===== src/hdl/rfe_pkg.sv =====
// shared types and constants of the image rotate and flip engine
`default_nettype none

package rfe_pkg;

    localparam int CHAN_BITS = 16;
    localparam int SIZE_BITS = 9;
    localparam int CFG_INDEX_BITS = 2;

    typedef enum logic [1:0] {
        MODE_ROT_RIGHT = 2'd0,
        MODE_ROT_LEFT  = 2'd1,
        MODE_FLIP_H    = 2'd2,
        MODE_FLIP_V    = 2'd3
    } mode_t;

    typedef enum logic [CFG_INDEX_BITS-1:0] {
        REG_MODE          = 2'd0,
        REG_FRAME_WIDTH   = 2'd1,
        REG_FRAME_HEIGHT  = 2'd2,
        REG_COLOUR_PIXELS = 2'd3
    } reg_index_t;

    // frame geometry after clamping, kept as size minus one
    typedef struct packed {
        mode_t                mode;
        logic [SIZE_BITS-1:0] wm1;
        logic [SIZE_BITS-1:0] hm1;
        logic                 colour;
    } cfg_t;

endpackage

`default_nettype wire


===== src/hdl/rfe_addr.sv =====
// load and emit position counters and store address generation
`default_nettype none

module rfe_addr import rfe_pkg::*; #(
    parameter int COL_BITS = 8,
    parameter int ROW_BITS = 8
) (
    input  wire logic                         aclk,
    input  wire logic                         aresetn,
    input  cfg_t                              cfg,
    input  wire logic                         restart,
    input  wire logic                         load_fire,
    input  wire logic                         emit_fire,
    output logic [ROW_BITS+COL_BITS-1:0]      wr_addr,
    output logic [ROW_BITS+COL_BITS-1:0]      rd_addr,
    output logic                              frame_end
);

    localparam int ADDR_BITS = ROW_BITS + COL_BITS;

    logic [SIZE_BITS-1:0] load_row_reg, load_row_next;
    logic [SIZE_BITS-1:0] load_col_reg, load_col_next;
    logic [ADDR_BITS-1:0] load_addr_reg, load_addr_next;
    logic [SIZE_BITS-1:0] emit_row_reg, emit_row_next;
    logic [SIZE_BITS-1:0] emit_col_reg, emit_col_next;
    logic [SIZE_BITS-1:0] out_wm1, out_hm1;
    logic [SIZE_BITS-1:0] src_row, src_col;
    logic [SIZE_BITS-1:0] frame_w;
    logic [2*SIZE_BITS-1:0] src_lin;
    logic                 rotate;

    assign rotate  = (cfg.mode == MODE_ROT_RIGHT) || (cfg.mode == MODE_ROT_LEFT);
    assign out_wm1 = rotate ? cfg.hm1 : cfg.wm1;
    assign out_hm1 = rotate ? cfg.wm1 : cfg.hm1;

    always_comb begin
        unique case (cfg.mode)
            MODE_ROT_RIGHT: begin
                src_row = cfg.hm1 - emit_col_reg;
                src_col = emit_row_reg;
            end
            MODE_ROT_LEFT: begin
                src_row = emit_col_reg;
                src_col = cfg.wm1 - emit_row_reg;
            end
            MODE_FLIP_H: begin
                src_row = emit_row_reg;
                src_col = cfg.wm1 - emit_col_reg;
            end
            MODE_FLIP_V: begin
                src_row = cfg.hm1 - emit_row_reg;
                src_col = emit_col_reg;
            end
            default: begin
                src_row = emit_row_reg;
                src_col = emit_col_reg;
            end
        endcase
    end

    // raster address with the current frame width as row pitch
    assign frame_w   = cfg.wm1 + SIZE_BITS'(1);
    assign src_lin   = {SIZE_BITS'(0), src_row} * {SIZE_BITS'(0), frame_w}
                       + {SIZE_BITS'(0), src_col};
    assign rd_addr   = src_lin[ADDR_BITS-1:0];
    assign wr_addr   = load_addr_reg;
    assign frame_end = (emit_row_reg == out_hm1) && (emit_col_reg == out_wm1);

    always_comb begin
        load_row_next  = load_row_reg;
        load_col_next  = load_col_reg;
        load_addr_next = load_addr_reg;
        emit_row_next  = emit_row_reg;
        emit_col_next  = emit_col_reg;
        if (restart) begin
            load_row_next  = '0;
            load_col_next  = '0;
            load_addr_next = '0;
            emit_row_next  = '0;
            emit_col_next  = '0;
        end else begin
            if (load_fire) begin
                load_addr_next = load_addr_reg + ADDR_BITS'(1);
                if (load_col_reg == cfg.wm1) begin
                    load_col_next = '0;
                    if (load_row_reg == cfg.hm1) begin
                        load_row_next  = '0;
                        load_addr_next = '0;
                    end else begin
                        load_row_next = load_row_reg + SIZE_BITS'(1);
                    end
                end else begin
                    load_col_next = load_col_reg + SIZE_BITS'(1);
                end
            end
            if (emit_fire) begin
                if (emit_col_reg == out_wm1) begin
                    emit_col_next = '0;
                    emit_row_next = (emit_row_reg == out_hm1) ? '0
                                                              : emit_row_reg + SIZE_BITS'(1);
                end else begin
                    emit_col_next = emit_col_reg + SIZE_BITS'(1);
                end
            end
        end
    end

    always_ff @(posedge aclk) begin
        if (!aresetn) begin
            load_row_reg  <= '0;
            load_col_reg  <= '0;
            load_addr_reg <= '0;
            emit_row_reg  <= '0;
            emit_col_reg  <= '0;
        end else begin
            load_row_reg  <= load_row_next;
            load_col_reg  <= load_col_next;
            load_addr_reg <= load_addr_next;
            emit_row_reg  <= emit_row_next;
            emit_col_reg  <= emit_col_next;
        end
    end

endmodule

`default_nettype wire


===== config.mk =====
export PLATFORM = sky130hd
export DESIGN_NAME = rfe_addr
export DESIGN_NICKNAME = d
export VERILOG_FILES = /design/src/hdl/rfe_pkg.sv /design/src/hdl/rfe_addr.sv
export SDC_FILE = /design/constraint.sdc
export NUM_CORES = 1
export LEC_CHECK = 0
export ABC_AREA = 1
export ABC_CLOCK_PERIOD_IN_PS = 45500
export BUFFER_PORTS_ARGS = -buffer_cell sky130_fd_sc_hd__buf_2
export CAP_MARGIN = 20
export CORE_MARGIN = 4
export CORE_UTILIZATION = 45
export DETAILED_ROUTE_END_ITERATION = 12
export GPL_ROUTABILITY_DRIVEN = 0
export PLACE_DENSITY = 0.69
export RECOVER_POWER = 100
export SLEW_MARGIN = 20
export SYNTH_ARGS = -nofsm -noshare
export SYNTH_HDL_FRONTEND = slang
export SYNTH_SLANG_ARGS = --single-unit

===== constraint.sdc =====
create_clock -name aclk -period 45.5 [get_ports aclk]
set_input_delay 13.65 -clock aclk [delete_from_list [all_inputs] [get_ports aclk]]
set_output_delay 13.65 -clock aclk [all_outputs]
set_load 0.1 [all_outputs]

==> impl_metrics.tcl <==
set metrics [dict create \
    ant_nets 0 \
    cts_made_buffers 5 \
    largest_register_ffs 16 \
    initial_core_util_pct 46.2 \
    insertion_delay_ns 0.31 \
    portBuffers 57 \
    wl_per_cell_um 14.4 \
    synth-seq-cells 52 \
    die_h_um 136 \
    rsz0062_at_grt "no" \
    drc 0 \
    synth.area.top_cells "fa_1 15%, dfxtp_1 14%, nand2_1 13%" \
    netlist_area_um2 7360 \
    area_growth_pct 7.07 \
    cp.arrival_ns 22.30 \
    dr.first_iter.drc_count 489 \
    syn_avg_cell_area_um2 6.79 \
    drt-pass1-iter-count 6 \
    synth_top_area_share_pct 15.2 \
    setup_viol 0 \
    io_pins 59 \
    yosysTopAreaCell "fa_1" \
    hold_class "flip-flop to flip-flop" \
    antennaDiodeCount 0 \
    grt_pass1_vias 6748 \
    clock-root-buffer "clkbuf_16" \
    grt_pass1_wl_um 32600 \
    synth_edf_count 0 \
    synth_ff_type "dfxtp_1" \
    finalHoldViolCount 0 \
    async_reset_ff_share_pct 0 \
    critPathMaxFanout 27 \
    maxSlewHeadroom_pct 16.5 \
    wl_um 19300 \
    synth_nets 1236 \
    endpoint_kind "primary output" \
    vias 6997 \
    antenna_found_initial 2 \
    post_cts_buffers 0 \
    grt_start_max_net_pins 28 \
    fmax_ghz 0.0278 \
    clk_pin_slew_ns 0.08 \
    fp.dieW_um 136 \
    fin_nets 1277 \
    yosysSeqAreaShare_pct 14.1 \
    ys_warn_count 0 \
    dieArea_um2 18500 \
    fin_skew_ns 0.0105 \
    clock_sinks 52 \
    synth.distinct_cells 45 \
    required_ns 31.85 \
    h-tree-depth 2 \
    dp_hpwl_um 15800 \
    final_cell_mix "249 x nand2_1, 175 x inv_1, 126 x nor2_1" \
    grt-ovfl-total 0 \
    finalSetupTns_ns 0 \
    tritoncts "yes" \
    crit_type "input port to primary output" \
    cap_violations 0 \
    netlist_instances 1084 \
    worst_pin_slew_ns 1.24 \
    row_count 46 \
    clockBufferDepth 2 \
    final_layout_size_suffix_gt1_share_pct 4.44 \
    start_kind "input port" \
    final_common_cell "nand2_1" \
    ctsResizeCount 0 \
    period_needed_ns 35.95 \
    avgViaCountPerCell 5.21 \
    cts_hold_buf 0 \
    maxSlewViolCount 0 \
    grtUsageTotal_pct 21.7 \
    status "finished, final reports clean" \
    core_area_um2 15900 \
    finalCritPeriodShare_pct 79.0 \
]
[worst paths after layout]
check             cells after the start  slack (ns)             from          end
setup reg to reg                      8       42.75  load_col_reg[2]  wr_addr[10]
setup / recovery                     27        9.55          cfg[20]  rd_addr[15]
hold / removal                        2        0.51      wr_addr[14]  wr_addr[14]
hold reg to reg                       2        0.51      wr_addr[14]  wr_addr[14]
[cells in the mapped netlist (10+ instances only)]
cell        n
a21oi_1    53
clkbuf_1   13
dfxtp_1    52
fa_1       56
ha_1       70
inv_1     174
nand2_1   248
nand3_1    41
nand4_1    14
nor2_1    125
nor3_1     24
o21ai_0    51
o221ai_1   10
or2_2      10
xnor2_1    13
xor2_1     66
[cell families (layout without fill, tap and decap cells)]
group | count (synthesis) | after routing | synth area share [%]
adder cells (fa/ha/maj) | 126 | 126 | 27.1
XOR/XNOR | 80 | 80 | 9.62
buffers and inverters | 204 | 246 | 10.9
AND/OR/NAND/NOR | 480 | 480 | 27.4
AO/OA/AOI/OAI | 142 | 142 | 10.8
flip-flops | 52 | 52 | 14.1
[area by class of cell]
class	count	area (um^2)
Sequential cell	52	1040
Inverter	181	681
Timing Repair Buffer	57	243
Multi-Input combinational cell	828	5490
Clock inverter	3	28.8
Clock buffer	5	125
Tap cell	216	270
Fill cell	1692	8060
[critical path: stages]
cell       delay, ns
clkbuf_1        0.69
ha_1            0.79
o21ai_0         0.20
ha_1            0.24
fa_1            0.48
inv_1           0.04
o21ai_0         0.74
inv_1           0.25
nand2_1         0.16
fa_1            0.47
fa_1            0.55
inv_1           0.05
fa_1            0.50
fa_1            0.54
inv_1           0.05
fa_1            0.53
inv_1           0.04
ha_1            0.38
a21oi_1         0.25
nor2_1          0.07
o21ai_0         0.18
o2111ai_1       0.14
a31o_2          0.27
inv_1           0.05
nand2_1         0.05
nand2_1         0.06
clkbuf_1        0.86
[metrics by stage]
| stage | instances | utilization, % | worst slack [ns] | hold WS [ns] | instance area, um^2 |
|---|---|---|---|---|---|
| 2_1_floorplan | 1084 | - | 10.90 | 0.475 | 7360 |
| 3_3_place_gp | 1334 | 48.9 | 10.54 | 0.490 | 7790 |
| 3_5_place_dp | 1334 | 48.9 | 10.54 | 0.500 | 7790 |
| 4_1_cts | 1342 | 49.9 | 10.52 | 0.513 | 7950 |
| 5_1_grt | 1342 | 49.4 | 8.91 | 0.551 | 7880 |
| 6_report | 1342 | 49.4 | 9.55 | 0.513 | 7880 |
[per-layer routing]
metal / global-route usage (%) / vias to the layer above / part of all wire, % / routed length, um
met1: 29.0 / 3210 / 45 / 8600
li1: - / 3509 / - / -
met2: 37.1 / 235 / 46 / 8940
met3: 2.63 / 39 / 6.2 / 1210
met4: 5.71 / 4 / 2.8 / 536
met5: 0 / - / 0.13 / 26
Power is left out: the tool's default activity adds up to more than one toggle a clock period on the data nets, which glitch-free logic cannot reach.
