File: config.mk
export PLATFORM = sky130hd
export DESIGN_NAME = rfe_cfg
export DESIGN_NICKNAME = d
export VERILOG_FILES = /design/src/hdl/rfe_pkg.sv /design/src/hdl/rfe_cfg.sv
export SDC_FILE = /design/constraint.sdc
export NUM_CORES = 1
export LEC_CHECK = 0
export BUFFER_PORTS_ARGS = -buffer_cell sky130_fd_sc_hd__buf_2
export CAP_MARGIN = 10
export CORE_MARGIN = 2
export CORE_UTILIZATION = 48
export DETAILED_ROUTE_END_ITERATION = 10
export PLACE_DENSITY = 0.77
export SLEW_MARGIN = 10
export SYNTH_ARGS = -nofsm -noshare
export SYNTH_HDL_FRONTEND = slang
export SYNTH_SLANG_ARGS = --single-unit
export TNS_END_PERCENT = 100
File: constraint.sdc
create_clock -name aclk -period 1.6 [get_ports aclk]
set_input_delay 0.16 -clock aclk [delete_from_list [all_inputs] [get_ports aclk]]
set_output_delay 0.16 -clock aclk [all_outputs]
set_load 0.02 [all_outputs]
File: src/hdl/rfe_pkg.sv
// shared types and constants of the image rotate and flip engine
`default_nettype none

package rfe_pkg;

    localparam int CHAN_BITS = 16;
    localparam int SIZE_BITS = 9;
    localparam int CFG_INDEX_BITS = 2;

    typedef enum logic [1:0] {
        MODE_ROT_RIGHT = 2'd0,
        MODE_ROT_LEFT  = 2'd1,
        MODE_FLIP_H    = 2'd2,
        MODE_FLIP_V    = 2'd3
    } mode_t;

    typedef enum logic [CFG_INDEX_BITS-1:0] {
        REG_MODE          = 2'd0,
        REG_FRAME_WIDTH   = 2'd1,
        REG_FRAME_HEIGHT  = 2'd2,
        REG_COLOUR_PIXELS = 2'd3
    } reg_index_t;

    // frame geometry after clamping, kept as size minus one
    typedef struct packed {
        mode_t                mode;
        logic [SIZE_BITS-1:0] wm1;
        logic [SIZE_BITS-1:0] hm1;
        logic                 colour;
    } cfg_t;

endpackage

`default_nettype wire

File: src/hdl/rfe_cfg.sv
// configuration registers with frame size clamping
`default_nettype none

module rfe_cfg import rfe_pkg::*; #(
    parameter int MAX_WIDTH  = 256,
    parameter int MAX_HEIGHT = 256
) (
    input  wire logic                      aclk,
    input  wire logic                      aresetn,
    input  wire logic                      cfg_wr_en,
    input  wire logic [CFG_INDEX_BITS-1:0] cfg_wr_index,
    input  wire logic [SIZE_BITS-1:0]      cfg_wr_data,
    output cfg_t                           cfg,
    output logic                           restart
);

    localparam int RESET_SIZE = 256;
    localparam logic [SIZE_BITS-1:0] WM1_MAX = SIZE_BITS'(MAX_WIDTH - 1);
    localparam logic [SIZE_BITS-1:0] HM1_MAX = SIZE_BITS'(MAX_HEIGHT - 1);
    localparam logic [SIZE_BITS-1:0] WM1_RST =
        SIZE_BITS'((RESET_SIZE > MAX_WIDTH) ? MAX_WIDTH - 1 : RESET_SIZE - 1);
    localparam logic [SIZE_BITS-1:0] HM1_RST =
        SIZE_BITS'((RESET_SIZE > MAX_HEIGHT) ? MAX_HEIGHT - 1 : RESET_SIZE - 1);

    cfg_t cfg_reg, cfg_next;
    logic restart_next;
    logic [SIZE_BITS-1:0] wm1_clamped, hm1_clamped;

    always_comb begin
        if (cfg_wr_data == '0) begin
            wm1_clamped = '0;
        end else if (32'(cfg_wr_data) > MAX_WIDTH) begin
            wm1_clamped = WM1_MAX;
        end else begin
            wm1_clamped = cfg_wr_data - SIZE_BITS'(1);
        end
        if (cfg_wr_data == '0) begin
            hm1_clamped = '0;
        end else if (32'(cfg_wr_data) > MAX_HEIGHT) begin
            hm1_clamped = HM1_MAX;
        end else begin
            hm1_clamped = cfg_wr_data - SIZE_BITS'(1);
        end
    end

    always_comb begin
        cfg_next     = cfg_reg;
        restart_next = 1'b0;
        if (cfg_wr_en) begin
            unique case (reg_index_t'(cfg_wr_index))
                REG_MODE: begin
                    cfg_next.mode = mode_t'(cfg_wr_data[1:0]);
                    restart_next  = 1'b1;
                end
                REG_FRAME_WIDTH: begin
                    cfg_next.wm1 = wm1_clamped;
                    restart_next = 1'b1;
                end
                REG_FRAME_HEIGHT: begin
                    cfg_next.hm1 = hm1_clamped;
                    restart_next = 1'b1;
                end
                REG_COLOUR_PIXELS: begin
                    cfg_next.colour = cfg_wr_data[0];
                end
                default: begin
                    cfg_next = cfg_reg;
                end
            endcase
        end
    end

    always_ff @(posedge aclk) begin
        if (!aresetn) begin
            cfg_reg.mode   <= MODE_ROT_RIGHT;
            cfg_reg.wm1    <= WM1_RST;
            cfg_reg.hm1    <= HM1_RST;
            cfg_reg.colour <= 1'b0;
        end else begin
            cfg_reg <= cfg_next;
        end
    end

    // counters restart at the same edge as a mode or frame size register write
    assign cfg     = cfg_reg;
    assign restart = restart_next;

endmodule

`default_nettype wire

==> run_results.csv, run 1 <==
group,metric,value,unit
grt,track_usage,19.21,%
floorplan,pin_count,36,
cells_and_area,largest_register_ff_count,21,
routing,drc,0,
worst_setup_path,crit_fanout,6,
grt,grt_first_pass_wirelength,3774,um
routing,dr.pass1.iters,4,
routing,ant_nets,0,
placement,place_hpwl,1743,um
cells_and_area,num-nets-final,167,
logic_synthesis,syn_area,1061,um2
pwr,p_sw_share,28.30,%
routing,vias,955,
logic_synthesis,ys_warn_count,0,
floorplan,fp-row-count,17,
grt,grt_max_degree,25,
cells_and_area,layout_commonest_cell,"buf_2",
cts,clock-sinks,21,
cts,clockBufferDepth,2,
worst_hold_path,hp-class,"input pin to flop",
cts,cts_hold_buf,0,
pwr,p_int,713.4,uW
placement,port_buffers,35,
timing,maxSlewViolCount,0,
timing,period_share,78.76,%
timing,rsz0062_at_grt,"false",
logic_synthesis,syn_area_per_cell,9.307,um2
logic_synthesis,ys_types,39,
floorplan,initial_core_util,49.39,%
pwr,comb_power_share,19.4,%
cells_and_area,syn_to_final_growth,20.87,%
cts,cts_root_buffer,"clkbuf_4",
cts,clkLatencyLatePin,0.29,ns
grt,first_global_vias,847,
logic_synthesis,syn_inst,114,
cts,cts_tree,"yes",
logic_synthesis,syn_nets,129,
worst_setup_path,critPathKind,"input pin to flop",
cts,cts_made_buffers,3,
placement,gp_congestion,0.8676,
timing,finalClockSkew,0,ns
grt,antenna_found_initial,0,
timing,timing.final.crit_period,1.260,ns
timing,finalHoldViolations,0,
routing,drt_iter0_drc,19,
timing,slew_headroom,69.63,%
timing,setup_viol,0,
run,drv_cap,0,
routing,viasPerCell,5.335,
pwr,power_frac_seq,55.5,%
floorplan,die_y,51.02,um
cts,htreeDepth,1,
routing,routedWlPerCell,12.15,um
pwr,p_switching,281.6,uW
timing,setup_tns,0,ns
timing,fmax,0.7936,GHz
cells_and_area,final_cell_mix,"35 x buf_2, 21 x dfxtp_1, 19 x nand2_1, 7 x a31oi_1, 6 x nor2b_1",
pwr,p_clk_share,25.1,%
logic_synthesis,ys_seq_elements,21,
pwr,cellLeakagePower,0.0005622,uW
worst_setup_path,crit_path_start_kind,"input pin",
pwr,irDropWorstVdd,402.3,uV
logic_synthesis,synth-seq-area-share,39.62,%
cells_and_area,drive_above_1_share,33.77,%
timing,worst_pin_slew,0.4542,ns
status,status,"completed",
floorplan,fp.dieArea,2603,um2
pwr,power.total,995.0,uW
pwr,powerDensity,775.8,nW/um2
worst_setup_path,cp-end-kind,"flop",
grt,overflow,0,
cells_and_area,diodes,0,
cts,path_clk_slew,0.11,ns
worst_setup_path,crit_required,1.78,ns
floorplan,core,2148,um2
cts,cts.repair.resized,0,
worst_setup_path,arrival,1.44,ns
cts,postCtsSetupBuffers,0,
cells_and_area,n_fill_cell,218,
floorplan,die_w,51.02,um
routing,finalWirelength,2174,um
==> power groups by stage <==
stage | Sequential, uW | Combinational [uW] | Clock (uW)
3_3_place_gp | 563 | 190 | 0
5_1_grt | 555 | 215 | 275
4_1_cts | 552 | 194 | 255
3_5_place_dp | 564 | 194 | 0
2_1_floorplan | 590 | 94.2 | 0
6_report | 552 | 193 | 250
==> cell type report <==
cell class / instances / area [um2] / area share [%]
Clock buffer: 4 / 26.28 / 2.049
Inverter: 4 / 15.01 / 1.171
Multi-Input combinational cell: 85 / 595.6 / 46.44
Sequential cell: 21 / 420.4 / 32.78
Tap cell: 28 / 35.03 / 2.732
Timing Repair Buffer: 37 / 190.2 / 14.83
==> cells in the mapped netlist <==
library cell   n  area (um2)
a211oi_1       1       7.510
a21boi_0       1       7.510
a21boi_1       1       7.510
a21oi_1        1       5.000
a311oi_1       1       8.760
a31oi_1        7       43.79
and3_1         2       12.51
and3b_1        1       8.760
buf_6          2       22.52
clkbuf_1       2       7.510
dfxtp_1       21       420.4
ha_1           1       12.51
inv_1          4       15.01
mux2i_1        4       40.04
nand2_1       19       71.32
nand2_2        1       6.260
nand2b_1       1       6.260
nand2b_2       1       8.760
nand3_1        3       15.01
nand3b_1       2       15.01
nand4_1        1       6.260
nand4_2        1       12.51
nor2_1         3       11.26
nor2_2         1       6.260
nor2_4         1       11.26
nor2b_1        6       37.54
nor3_1         1       5.000
nor3_4         1       16.27
nor3b_1        5       37.54
nor4_2         1       12.51
nor4b_4        1       23.77
nor4bb_1       1       10.01
o211ai_1       4       30.03
o21ai_0        1       5.000
o311ai_0       4       35.03
o311ai_2       2       32.53
o31ai_1        1       7.510
or2_2          1       6.260
or3_1          2       12.51
==> kinds of logic after synthesis <==
kind of cell	synth area share (%)
AO/OA/AOI/OAI	17.92
adder cells (fa/ha/maj)	1.179
buffers and inverters	4.245
flip-flops	39.62
multiplexers	3.774
AND/OR/NAND/NOR	33.26
==> metrics by stage <==
stage	hold slack [ns]	util [%]	setup slack (ns)	area, um2	std cells
floorplan	0.3262	-	0.3184	1061	114
global placement	0.4517	58.47	0.08477	1256	175
detailed placement	0.4629	58.47	0.04142	1256	175
CTS	0.2133	59.70	0.3674	1282	179
global route	0.2328	59.70	0.2606	1282	179
finish	0.2213	59.70	0.3399	1282	179
==> worst paths after layout <==
kind | from | endpoint | slack [ns] | depth (start not counted)
setup / recovery | cfg_wr_data[0] | cfg[14]$_SDFFE_PN1P_ | 0.34 | 7
hold / removal | aresetn | cfg[11]$_SDFFE_PN1P_ | 0.22 | 2
setup reg to reg | cfg[1]$_SDFFE_PN1P_ | cfg[1]$_SDFFE_PN1P_ | 0.87 | 2
hold reg to reg | cfg[18]$_SDFFE_PN0P_ | cfg[18]$_SDFFE_PN0P_ | 0.48 | 1
==> worst max-delay path, cell delays in order <==
cell      delay (ns)
buf_2           0.15
inv_1           0.07
ha_1            0.21
buf_4           0.16
nor4bb_1        0.12
a211oi_1        0.41
o211ai_1        0.15
==> per-layer routing <==
metal	global-route usage [%]	vias to the layer above	share of wire (%)
met1	25.09	430	46
met4	6.757	0	0.97
met3	3.801	4	5.2
met2	31.39	24	48
li1	-	497	-
met5	0	-	0
Power figures use the tool's default switching activity.
==> inputs of run 2 (changes only) <==
==> constraint.sdc (replaced) <==
create_clock -name aclk -period 1.3 [get_ports aclk]
set_input_delay 0.13 -clock aclk [delete_from_list [all_inputs] [get_ports aclk]]
set_output_delay 0.13 -clock aclk [all_outputs]
set_load 0.02 [all_outputs]
==> run_results.csv, run 2 (synthesis gave the netlist of run 1 again) <==
group,metric,value,unit
status,status,"completed",
routing,routedWlPerCell,13.26,um
timing,finalHoldViolations,0,
cts,htreeDepth,1,
pwr,p_switching,363.8,uW
worst_setup_path,cp_num_buf_inv,3,
pwr,cellLeakagePower,0.0006013,uW
grt,grt_first_pass_wirelength,3919,um
cells_and_area,num-nets-final,175,
routing,finalWirelength,2480,um
pwr,p_clk_share,25.3,%
routing,drc,0,
worst_setup_path,cp-end-kind,"flop",
cts,cts.repair.resized,0,
grt,track_usage,20.16,%
cts,clockBufferDepth,2,
routing,drt_iter0_drc,4,
worst_hold_path,hp-start,"aresetn",
cells_and_area,drive_above_1_share,37.11,%
timing,period_share,87.95,%
pwr,irDropWorstVdd,548.5,uV
placement,port_buffers,35,
worst_setup_path,crit_path_start_kind,"input pin",
placement,place_hpwl,1859,um
grt,antenna_found_initial,0,
worst_setup_path,crit_fanout,5,
floorplan,die_w,51.02,um
floorplan,fp-row-count,17,
grt,overflow,0,
timing,worst_pin_slew,0.4622,ns
cells_and_area,final_cell_mix,"35 x buf_2, 21 x dfxtp_1, 19 x nand2_1, 10 x buf_4, 7 x a31oi_1",
cells_and_area,final_cell_count_no_fill,187,
worst_hold_path,hp-class,"input pin to flop",
cts,cts_made_buffers,3,
floorplan,initial_core_util,49.39,%
grt,grt_max_degree,25,
placement,dpl.cell_count,183,
timing,rsz0062_at_grt,"false",
pwr,p_sw_share,28.95,%
timing,fmax,0.8746,GHz
cts,clock-sinks,21,
worst_setup_path,crit_end,"cfg[8]$_SDFFE_PN1P_",
timing,setup_viol,0,
routing,dr.pass1.iters,4,
floorplan,pin_count,36,
timing,finalClockSkew,0,ns
routing,viasPerCell,5.380,
cts,postCtsSetupBuffers,0,
timing,slew_headroom,68.98,%
floorplan,die_y,51.02,um
worst_setup_path,r2r-end,"cfg[10]$_SDFFE_PN1P_",
worst_setup_path,r2r-start,"cfg[10]$_SDFFE_PN1P_",
cts,path_clk_slew,0.12,ns
worst_setup_path,crit_cells,7,
timing,timing.final.crit_period,1.143,ns
cells_and_area,layout_commonest_cell,"buf_2",
worst_setup_path,cpPeakStageDelay,0.45,ns
timing,hold_ws,0.1896,ns
cts,cts_tree,"yes",
pwr,comb_power_share,20.6,%
worst_setup_path,path_cells,"buf_2, inv_1, ha_1, buf_4, nor2_1, a311oi_1, o311ai_0",
cells_and_area,stdcell_area,1343,um2
timing,maxSlewViolCount,0,
cts,cts_hold_buf,0,
worst_setup_path,crit_required,1.46,ns
cts,clkLatencyLatePin,0.30,ns
pwr,p_int,892.9,uW
worst_setup_path,arrival,1.30,ns
cells_and_area,n_fill_cell,213,
worst_setup_path,critPathKind,"input pin to flop",
worst_setup_path,crit_slowest_cell,"a311oi_1",
cts,cts_root_buffer,"clkbuf_4",
pwr,powerDensity,936.0,nW/um2
placement,postPlaceCellArea,1316,um2
routing,vias,1006,
cells_and_area,largest_register_ff_count,21,
floorplan,fp.dieArea,2603,um2
worst_setup_path,ff2ff_path_depth,2,
run,drv_cap,0,
worst_setup_path,r2r_slack,0.57,ns
floorplan,core,2148,um2
cells_and_area,diodes,0,
worst_setup_path,startpoint,"cfg_wr_data[0]",
worst_setup_path,cp_top_family,"compound AO/OA/AOI/OAI gates",
cells_and_area,syn_to_final_growth,26.53,%
grt,first_global_vias,851,
routing,ant_nets,0,
placement,gp_congestion,0.8255,
pwr,power_frac_seq,54.1,%
## run 2: cell types whose count changed in the layout (fill, tap and decap cells not counted), sizes merged
cell	change
buf	+8
## run 2: layer usage
metal / part of all wire (%) / vias up / GRT usage, %
met4: 1.1 / 0 / 6.757
met5: 0 / - / 0
met2: 47 / 34 / 34.42
li1: - / 512 / -
met1: 47 / 456 / 25.55
met3: 5.0 / 4 / 3.509
## run 2: power by group through the flow
stage | logic, uW | clock network (uW) | registers, uW
floorplan | 116 | 0 | 726
CTS | 260 | 322 | 680
detailed placement | 258 | 0 | 694
global route | 285 | 349 | 683
finish | 259 | 318 | 680
global placement | 250 | 0 | 693
## run 2: worst min-delay path by stage
| stage | endpoint | cells past startpoint |
|---|---|---|
| after floorplan | cfg[0]$_SDFFE_PN0P_ | 2 |
| after global placement | cfg[11]$_SDFFE_PN1P_ | 2 |
| after detailed placement | cfg[2]$_SDFFE_PN1P_ | 2 |
| after CTS | cfg[15]$_SDFFE_PN1P_ | 2 |
| after global routing | cfg[6]$_SDFFE_PN1P_ | 2 |
| final | cfg[6]$_SDFFE_PN1P_ | 2 |
## run 2: metrics by stage
step	TNS (ns)	worst slack [ns]	util [%]	total power, uW
after global placement	-0.3796	-0.07509	61.27	943.6
after global routing	0	0.05872	62.49	1316
after CTS	0	0.1596	62.49	1262
final	0	0.1566	62.49	1257
after detailed placement	-1.122	-0.1846	61.27	952.0
after floorplan	0	0.04843	-	841.6
## run 2: area by class of cell
cell class | instances | area (um2) | share of cell area [%]
inverter | 4 | 15.01 | 1.118
clock buffer | 4 | 26.28 | 1.957
timing repair buffer | 45 | 250.2 | 18.64
multi-input combinational | 85 | 595.6 | 44.36
sequential | 21 | 420.4 | 31.31
tap | 28 | 35.03 | 2.610
## run 2: worst reg2reg max path, stage by stage, from the launching register on
cell and delay (ns):
dfxtp_1 0.33, nor3b_1 0.22, a31oi_1 0.06
==> inputs of run 3 (changes only) <==
--- a/config.mk
+++ b/config.mk
@@ -10,6 +10,7 @@
 export CORE_MARGIN = 2
 export CORE_UTILIZATION = 48
 export DETAILED_ROUTE_END_ITERATION = 10
+export MAX_ROUTING_LAYER = met4
 export PLACE_DENSITY = 0.77
 export SLEW_MARGIN = 10
 export SYNTH_ARGS = -nofsm -noshare
==> run_results.csv, run 3 (synthesis gave the netlist of run 1 again) <==
group,metric,value,unit
cells_and_area,final_cell_count_no_fill,187,
grt,antenna_found_initial,0,
cells_and_area,layout_commonest_cell,"buf_2",
floorplan,fp-row-count,17,
cells_and_area,fin_util,62.49,%
worst_setup_path,crit_path_start_kind,"input pin",
floorplan,pin_count,36,
timing,period_share,87.74,%
worst_setup_path,cp_top_family,"simple AND/OR/NAND/NOR gates",
worst_setup_path,path_cells,"buf_2, inv_1, ha_1, nor4b_4, nand2_2, nor2_4, o311ai_0",
timing,setup_viol,0,
worst_setup_path,arrival,1.30,ns
pwr,cellLeakagePower,0.0006013,uW
timing,finalHoldViolations,0,
floorplan,core,2148,um2
worst_setup_path,critPathKind,"input pin to flop",
floorplan,die_y,51.02,um
timing,timing.final.crit_period,1.141,ns
grt,track_usage,20.70,%
cts,clock-sinks,21,
grt,grt_first_pass_wirelength,3926,um
worst_setup_path,ff2ff_path_depth,2,
placement,port_buffers,35,
cts,htreeDepth,1,
routing,routedWlPerCell,13.22,um
routing,wl_met3,119,um
cts,cts_tree,"yes",
worst_setup_path,cpPeakStageDelay,0.31,ns
cts,path_clk_slew,0.12,ns
cells_and_area,register_area,420.4,um2
pwr,irDropWorstVdd,548.5,uV
cts,cts_hold_buf,0,
worst_setup_path,crit_slowest_cell,"nor4b_4",
cells_and_area,final_cell_mix,"35 x buf_2, 21 x dfxtp_1, 19 x nand2_1, 10 x buf_4, 7 x a31oi_1",
pwr,powerDensity,935.6,nW/um2
cells_and_area,drive_above_1_share,37.11,%
routing,drc,0,
worst_setup_path,r2r-end,"cfg[10]$_SDFFE_PN1P_",
timing,fmax,0.8767,GHz
placement,dpl.cell_count,183,
pwr,power.total,1256,uW
timing,hold_ws,0.1879,ns
worst_setup_path,cp-end-kind,"flop",
timing,maxSlewViolCount,0,
routing,wl_met2,1157,um
worst_setup_path,crit_cells,7,
cts,cts_root_buffer,"clkbuf_4",
worst_setup_path,crit_required,1.46,ns
cells_and_area,n_fill_cell,213,
worst_hold_path,hp-class,"input pin to flop",
routing,ant_nets,0,
cts,cts.repair.resized,0,
routing,met1_length,1167,um
cells_and_area,multi_input_area,595.6,um2
placement,gp_congestion,0.8380,
grt,grt_max_degree,25,
worst_setup_path,cp_num_buf_inv,2,
worst_setup_path,r2r_slack,0.57,ns
routing,drt_iter0_drc,4,
worst_setup_path,r2r-start,"cfg[10]$_SDFFE_PN1P_",
cts,postCtsSetupBuffers,0,
cells_and_area,diodes,0,
routing,vias,1003,
timing,slew_headroom,69.42,%
floorplan,initial_core_util,49.39,%
worst_setup_path,crit_fanout,6,
timing,setup_tns,0,ns
routing,dr.pass1.iters,4,
routing,routed.top_layer,"met4",
cells_and_area,largest_register_ff_count,21,
routing,finalWirelength,2472,um
worst_setup_path,startpoint,"cfg_wr_data[0]",
placement,place_hpwl,1859,um
worst_hold_path,whs_path_depth,2,
timing,worst_pin_slew,0.4557,ns
floorplan,fp.dieArea,2603,um2
grt,overflow,0,
routing,viasPerCell,5.364,
timing,finalClockSkew,0,ns
cts,clkLatencyLatePin,0.30,ns
cells_and_area,syn_to_final_growth,26.53,%
floorplan,die_w,51.02,um
worst_setup_path,crit_end,"cfg[13]$_SDFFE_PN1P_",
grt,first_global_vias,850,
status,status,"completed",
cts,clockBufferDepth,2,
cts,cts_made_buffers,3,
cells_and_area,num-nets-final,175,
run,drv_cap,0,
timing,rsz0062_at_grt,"false",
[run 3: cell counts in the layout (fill, tap and decap cells not counted)]
No cell type changed its count.
[run 3: worst reg2reg max path, stage by stage, from the launching register on]
cell and delay (ns):
dfxtp_1 0.33, nor3b_1 0.22, a31oi_1 0.06
[run 3: layout make-up]
type                            count  share of cell area (%)
Multi-Input combinational cell     85                   44.36
Sequential cell                    21                   31.31
Timing Repair Buffer               45                   18.64
Tap cell                           28                   2.610
Clock buffer                        4                   1.957
Inverter                            4                   1.118
[run 3: routing by layer]
metal | vias to the layer above | GRT usage [%]
met4 | 0 | 6.757
met3 | 4 | 3.509
met5 | - | -
met2 | 34 | 34.42
li1 | 512 | -
met1 | 453 | 25.55
[run 3: how the worst min path moves through the flow]
stage | from | to | slack (ns)
5_1_grt | aresetn | cfg[6]$_SDFFE_PN1P_ | 0.19
3_5_place_dp | cfg[2]$_SDFFE_PN1P_ | cfg[2]$_SDFFE_PN1P_ | 0.45
4_1_cts | aresetn | cfg[15]$_SDFFE_PN1P_ | 0.18
3_3_place_gp | cfg[11]$_SDFFE_PN1P_ | cfg[11]$_SDFFE_PN1P_ | 0.45
6_report | aresetn | cfg[6]$_SDFFE_PN1P_ | 0.19
2_1_floorplan | cfg_wr_data[0] | cfg[0]$_SDFFE_PN0P_ | 0.30
[run 3: stage by stage]
step,area (um2),setup slack (ns)
floorplan,1061,0.04843
global placement,1316,-0.07509
detailed placement,1316,-0.1846
CTS,1343,0.1596
global route,1343,0.05872
finish,1343,0.1594
[run 3: where the power goes]
group / total, uW / internal (uW) / switching (uW)
logic: 259 / 105 / 154
clock network: 317 / 120 / 198
registers: 680 / 668 / 11.2
total: 1260 / 893 / 363
